[config.mk]
export PLATFORM = sky130hd
export DESIGN_NAME = smx_div
export DESIGN_NICKNAME = d
export VERILOG_FILES = /design/src/hw/rtl/smx_pkg.sv /design/src/hw/rtl/smx_div.sv
export SDC_FILE = /design/constraint.sdc
export NUM_CORES = 1
export LEC_CHECK = 0
export BUFFER_PORTS_ARGS = -buffer_cell sky130_fd_sc_hd__buf_2
export CAP_MARGIN = 20
export CORE_MARGIN = 10
export CORE_UTILIZATION = 57
export DETAILED_ROUTE_END_ITERATION = 16
export MAX_ROUTING_LAYER = met4
export PLACE_DENSITY = 0.9
export SYNTH_ARGS = -nofsm -noshare
export SYNTH_HDL_FRONTEND = slang
export SYNTH_SLANG_ARGS = --single-unit
export TNS_END_PERCENT = 1
[constraint.sdc]
create_clock -name clk_i -period 3.9 [get_ports clk_i]
set_clock_uncertainty 0.2 [all_clocks]
set_input_delay 0.78 -clock clk_i [delete_from_list [all_inputs] [get_ports clk_i]]
set_output_delay 0.78 -clock clk_i [all_outputs]
set_load 0.01 [all_outputs]
[src/hw/rtl/smx_pkg.sv]
// Shared types and constants of the stack machine execute unit.
// Depends on nothing; every other file uses it.
package smx_pkg;

  localparam int STACK_DEPTH = 16384;
  localparam int CODE_DEPTH  = 65536;
  localparam int ADDR_W      = $clog2(STACK_DEPTH);
  localparam int SP_W        = $clog2(STACK_DEPTH + 3);
  localparam int PC_W        = $clog2(CODE_DEPTH);
  localparam int WORD_W      = 32;
  localparam int OUT_PC_W    = 16;

  typedef enum logic [7:0] {
    OP_NOP  = 8'd0,  OP_HALT = 8'd1,  OP_ADD = 8'd2,  OP_LD  = 8'd3,
    OP_BR   = 8'd4,  OP_SUB  = 8'd5,  OP_MUL = 8'd6,  OP_DIV = 8'd7,
    OP_AND  = 8'd8,  OP_OR   = 8'd9,  OP_EQ  = 8'd10, OP_GT  = 8'd11,
    OP_NOT  = 8'd12, OP_BRF  = 8'd13, OP_CAL = 8'd14, OP_RET = 8'd15,
    OP_LOC  = 8'd16, OP_STV  = 8'd17, OP_LDA = 8'd18, OP_LDV = 8'd19,
    OP_WR   = 8'd20, OP_RD   = 8'd21
  } opcode_e;

  typedef enum logic [1:0] {
    STAT_RUN   = 2'd0,
    STAT_HALT  = 2'd1,
    STAT_BADOP = 2'd2,
    STAT_FAULT = 2'd3
  } status_e;

  typedef enum logic [4:0] {
    S_IDLE, S_DECODE, S_RDA, S_RDB, S_GOTB, S_ALU, S_DIV, S_GOTA,
    S_LDVR, S_LDVG, S_WALK, S_WALKR, S_CAL0, S_CAL1, S_CAL2,
    S_RET1, S_RET2, S_RET3, S_LOC, S_PUSH, S_FIN
  } state_e;

  typedef struct packed {
    logic              en;
    logic              we;
    logic [ADDR_W-1:0] addr;
    logic [WORD_W-1:0] wdata;
  } mem_req_t;

  typedef struct packed {
    logic              start;
    logic [WORD_W-1:0] dividend;
    logic [WORD_W-1:0] divisor;
  } div_req_t;

endpackage

[src/hw/rtl/smx_div.sv]
// Restoring divider, one quotient bit per cycle; zero divisor yields all ones.
// Depends on smx_pkg for widths and the request struct.
module smx_div (
  input  logic                      clk_i,
  input  logic                      rst_ni,
  input  smx_pkg::div_req_t         req_i,
  output logic                      done_o,
  output logic [smx_pkg::WORD_W-1:0] quot_o
);
  import smx_pkg::*;

  localparam int CNT_W = $clog2(WORD_W + 1);

  logic              busy_q, busy_d, done_q, done_d;
  logic [CNT_W-1:0]  cnt_q, cnt_d;
  logic [WORD_W-1:0] rem_q, rem_d;
  logic [WORD_W-1:0] quo_q, quo_d, dvs_q, dvs_d;
  logic [WORD_W:0]   rem_sh;

  always_comb begin
    busy_d = busy_q;
    done_d = 1'b0;
    cnt_d  = cnt_q;
    rem_d  = rem_q;
    quo_d  = quo_q;
    dvs_d  = dvs_q;
    rem_sh = {rem_q, quo_q[WORD_W-1]};
    if (req_i.start) begin
      busy_d = 1'b1;
      cnt_d  = CNT_W'(WORD_W);
      rem_d  = '0;
      quo_d  = req_i.dividend;
      dvs_d  = req_i.divisor;
    end else if (busy_q) begin
      if (rem_sh >= {1'b0, dvs_q}) begin
        rem_d = WORD_W'(rem_sh - {1'b0, dvs_q});
        quo_d = {quo_q[WORD_W-2:0], 1'b1};
      end else begin
        rem_d = rem_sh[WORD_W-1:0];
        quo_d = {quo_q[WORD_W-2:0], 1'b0};
      end
      cnt_d = cnt_q - CNT_W'(1);
      if (cnt_q == CNT_W'(1)) begin
        busy_d = 1'b0;
        done_d = 1'b1;
      end
    end
  end

  always_ff @(posedge clk_i or negedge rst_ni) begin
    if (!rst_ni) begin
      busy_q <= 1'b0;
      done_q <= 1'b0;
      cnt_q  <= '0;
    end else begin
      busy_q <= busy_d;
      done_q <= done_d;
      cnt_q  <= cnt_d;
    end
  end

  always_ff @(posedge clk_i) begin
    rem_q <= rem_d;
    quo_q <= quo_d;
    dvs_q <= dvs_d;
  end

  assign done_o = done_q;
  assign quot_o = quo_q;
endmodule

**After elaboration in Yosys (flattened, before gate mapping)**

Cells that the tools add are included.

- Output and inout port bits: 33
- Logic and storage cells: 23
- Input port bits: 67
- Register bits after elaboration: 104

- $lt $le $gt $ge: 1
- $add $sub $neg: 2
- Muxes and demuxes: 12
- Equal/unequal tests: 1
- Reductions and logical operators: 1

Operator list:

| kind | count |
|---|---|
| 32-bit two-way mux | 3 |
| 33-bit by 32-bit greater-or-equal comparator with 1-bit output | 1 |
| 32-bit subtractor | 1 |
| 6-bit two-way mux | 2 |
| 1-bit two-way mux | 7 |
| 6-bit by 1-bit equality test with 1-bit output (second input constant) | 1 |
| 6-bit by 1-bit subtractor with 6-bit output (second input constant) | 1 |
| 2-bit nonzero test | 1 |

**Logic depth before layout (Yosys ltp)**

- Word-level depth: 4
- Depth in mapped cells: 13
- Depth with buffers taken out: 12

**Worst setup path before layout**

OpenSTA, ideal clock, no wires.

- Path type: reg2reg
- Start: reg dvs_q[10]
- End: reg rem_q[19]
- Library setup time: 91 ps
- Clock period less this slack: 2,770 ps
- Required time: 3,609 ps
- Path buffers: 2
- Stages on the path, launching flop included: 13
- Path slack: 1,130 ps
- Arrival: 2,479 ps
- Path through: edfxtp_1 inv_1 ha_1 buf_2 nand4_1 nand2b_4 a2111oi_4 nand3b_2 a21oi_2 o21a_1 buf_6 a311o_1 a311oi_1

- Word-level cells in the longest chain between the ends: 2
- Elaborated cells on any way between the ends: 3
- Those cells by class: 1 x add/sub; 1 x order compare; 1 x mux

Ends and longest elaborated chain:

| what | RTL line | source |
|---|---|---|
| start, declared | smx_div.sv:17 | `logic [WORD_W-1:0] quo_q, quo_d, dvs_q, dvs_d;` |
| start signal, assigned | smx_div.sv:65 | `dvs_q <= dvs_d;` |
| 32-bit subtractor or 33-bit by 32-bit greater-or-equal comparator with 1-bit output (tied branches) | smx_div.sv:36, smx_div.sv:35 |  |
| 32-bit two-way mux * | smx_div.sv:35 | `if (rem_sh >= {1'b0, dvs_q}) begin` |
| end signal, assigned | smx_div.sv:63 | `rem_q <= rem_d;` |
| end, declared | smx_div.sv:16 | `logic [WORD_W-1:0] rem_q, rem_d;` |

Mark *: on every way between the ends. The rest lies on a longest branch, timed or not.
A chain may end at the register's enable or synchronous reset.

**Final worst setup path**

- Start: reg quo_q[31] (netlist: quot_o[31])
- End: reg rem_q[28]

- Word-level cells in the longest chain between the ends: 2
- Elaborated cells on any way between the ends: 3
- Those cells by class: 1 x add/sub; 1 x order compare; 1 x mux

Ends and longest elaborated chain:

| what | RTL line | source |
|---|---|---|
| start, declared | smx_div.sv:17 |  |
| start signal, assigned | smx_div.sv:64 | `quo_q <= quo_d;` |
| 32-bit subtractor or 33-bit by 32-bit greater-or-equal comparator with 1-bit output (tied branches) | smx_div.sv:36, smx_div.sv:35 |  |
| 32-bit two-way mux * | smx_div.sv:35 |  |

Marks and branches as above.

==> metrics.md <==
| Metric | Value |
|---|---|
| CORE AREA | `10300 µm²` |
| Asr flop ratio synth | `7.69%` |
| Seq pwr share | `35.2%` |
| Final Setup Violations | `0` |
| Largest net degree at the start of global routing | `70` |
| Critical Path AT | `3.30 ns` |
| CTS Buf Count | `9` |
| Syn avg cell area | `9.72 µm²` |
| Number of antenna diodes | `0` |
| Die X | `123 µm` |
| Number of port buffers | `99` |
| Synth top cells by count | `nand2_1, edfxtp_1, nor2_1, inv_1, a21oi_1` |
| Clock Path Buffers | `2` |
| H-tree levels | `3` |
| Slew HR | `56.1%` |
| Final net count | `between 800 and 900` |
| Row Count | `37` |
| Final hold viol count | `0` |
| Worst Path Required | `4.01 ns` |
| Setup_tns | `0 ns` |
| Slowest cell delay on critical path | `0.43 ns` |
| Buf/Inv on CP | `1` |
| Full die area | `15100 µm²` |
| Max Cap Violations | `0` |
| Routed WL per cell | `17.3 µm` |
| Maximum VDD drop | `between 0.4 and 0.5 mV` |
| Vias | `around 4900` |
| Sequential fraction of the synthesis area | `45.7%` |
| # fillers | `802` |
| Startpoint Class | `flip-flop` |
| Hold Path Class | `reg -> reg` |
| Worst path top cell family by delay | `compound AO/OA/AOI/OAI gates` |
| Area Overhead vs Synth | `12.9%` |
| Synth top area cells | `edfxtp_1, dfxtp_1, ha_1` |
| CTS tree | `yes` |
| 1st-pass router iterations | `6` |
| Final WL | `14600 µm` |
| Yosys top cell by area | `edfxtp_1` |
| Number of global-route vias before repair | `4961` |
| Fraction of layout cells with a size suffix above 1 | `23.0%` |
| Global route overflow | `0` |
| Gpl congestion | `~0.94` |
| Via/cell ratio | `5.81` |
| Root Driver | `clkbuf_8` |
| Crit path cell chain | `inv_1, ha_1, fa_1, nor2b_1, o21bai_1, nand4_1, a21oi_1, o211ai_1, a211oi_1, xnor2_1, nand2_1, a311oi_1` |
| Comb power frac | `between 40% and 50%` |
| Synthesized instance count | `622` |
| Critical Path End Type | `flip-flop` |
| Final min period | `3.20 ns` |
| Synthesized area | `around 6000 µm²` |
| Critical path peak fanout | `3` |
| LEAKAGE | `0.00295 µW` |
| Hold Path Cell Cnt | `2` |
| HPWL after DPL | `approximately 11000 µm` |
| Period Utilization, post-route | `82.0%` |
| Resized Gates After CTS | `0` |
| Worst Tran Pin Value | `roughly 0.66 ns` |
| Count leader, synth | `nand2_1` |
| Clock transition at path regs | `approximately 0.10 ns` |
| Initial drt markers | `304` |
| Cells on worst reg2reg path | `12` |
| Clk pwr share | `15.4%` |
| Slowest cell on the critical path | `edfxtp_1` |
| ANT nets after route | `0` |
| Clock sinks | `104` |
| Final Instance Area | `6830 µm²` |
| Int Pwr | `2650 µW` |
| Syn Nets | `roughly 720` |
| Crit path depth | `12` |
| First-pass GRT wire length | `~24000 µm` |
| RSZ-0062 raised after global routing | `false` |
| Switching pwr | `1930 µW` |
| Sw Ratio | `42.1%` |
| DP Area | `6610 µm²` |
| Ys flop type | `edfxtp_1` |
| Post-synth top area share | `31.8%` |
| Worst skew pair latency | `0.39 ns` |
| Io pins | `100` |
| Setup CP Type | `reg -> reg` |
| Status | `completed` |
| Slew Limit Fails | `0` |
| Initial antenna violation count | `0` |
| Residual DRC | `0` |
| Total track usage | `20.4%` |
| FMAX | `0.313 GHz` |
| Die height | `between 100 and 150 µm` |
| Cell variety after synth | `55` |
| Number of synthesized flops with an enable pin | `between 60 and 70` |
| Synth Warn # | `0` |
| Cell Pwr Density | `671 nW/µm²` |
| Initial core utilization | `58.6%` |
| Seq cells post-synth | `104` |
routing by layer:
metal / part of all wire (%) / global-route usage (%) / wire, µm
met5: 0 / - / 0
met1: 42 / 23.6 / 6150
met3: 8.2 / 6.97 / 1190
met2: 48 / 33.0 / 7050
met4: 1.5 / 5.97 / 214
flip-flops by register name, summed over array words and instances, names as in the netlist:
signal  cells
quot_o     32
rem_q      32
dvs_q      32
cnt_q       6
busy_q      1
done_o      1
path summary, 6_finish.rpt:
check | startpoint | to | slack [ns]
worst min-delay path | rem_q[10]$_SDFFE_PP0P_ | rem_q[10]$_SDFFE_PP0P_ | 0.30
worst max-delay path | quot_o[31]$_DFFE_PP_ | rem_q[28]$_SDFFE_PP0P_ | 0.70
max in group asynchronous | rst_ni | busy_q$_DFF_PN0_ | 2.77
worst max register to register | quot_o[31]$_DFFE_PP_ | rem_q[28]$_SDFFE_PP0P_ | 0.70
worst min register to register | rem_q[10]$_SDFFE_PP0P_ | rem_q[10]$_SDFFE_PP0P_ | 0.30
min in group asynchronous | rst_ni | cnt_q[3]$_DFFE_PN0P_ | 0.55
area by class of cell:
| cell class | instances | area [µm²] | area share, % |
|---|---|---|---|
| Clock buffer | 10 | 128 | 1.87 |
| Clock inverter | 6 | 75.1 | 1.10 |
| Inverter | 42 | 158 | 2.31 |
| Multi-Input combinational cell | 440 | 2970 | 43.5 |
| Sequential cell | 104 | 2760 | 40.5 |
| Tap cell | 136 | 170 | 2.49 |
| Timing Repair Buffer | 107 | 561 | 8.21 |
cells in the final DEF, fill, tap and decap left out, drive strengths merged, types with 7 or more instances in the layout:
master,count
a211oi,8
a21o,12
a21oi,39
a311oi,24
buf,106
clkbuf,10
dfrtp,8
dfxtp,32
edfxtp,64
ha,34
inv,46
mux2,32
nand2,89
nand3,7
nand4,11
nor2,57
nor3,7
o21ai,28
xnor2,21
xor2,10
cell families after synthesis:
logic type | Yosys count | share of synthesized area, %
AOI/OAI and AO/OA | 141 | 16.2
xor gates and xnor gates | 31 | 4.49
adders and majority gates | 35 | 7.37
buffers and inverters | 78 | 5.13
DFF | 104 | 45.7
muxes | 35 | 6.46
and+or+nand+nor | 198 | 14.6
through the flow:
stage	util [%]	instances	power [µW]	setup WS [ns]	hold WS, ns
global placement	64.1	828	3760	0.877	0.278
finish	66.1	845	4580	0.704	0.301
detailed placement	64.1	828	3850	0.769	0.291
global route	66.1	845	4910	0.522	0.322
floorplan	-	622	3310	1.13	0.264
CTS	66.1	845	4570	0.731	0.307
power by group through the flow:
stage | Combinational, µW | Clock [µW] | Sequential (µW)
detailed placement | 2220 | 0 | 1630
finish | 2260 | 704 | 1610
floorplan | 1690 | 0 | 1620
global route | 2490 | 769 | 1650
CTS | 2230 | 727 | 1610
global placement | 2140 | 0 | 1620
what timing repair did:
action,4_1_cts,5_1_grt
setup buffers,0,0
hold buffers,1,0
endpoints found under the hold margin,8,0
setup endpoints to repair,0,0
worst reg2reg max path, cell delays in order, from the launching register on:
cell and delay, ns:
edfxtp_1 0.43, inv_1 0.08, ha_1 0.19, fa_1 0.20, nor2b_1 0.07, o21bai_1 0.22, nand4_1 0.16, a21oi_1 0.38
o211ai_1 0.26, a211oi_1 0.41, xnor2_1 0.17, nand2_1 0.07, a311oi_1 0.25
Power figures use the tool's default switching activity.
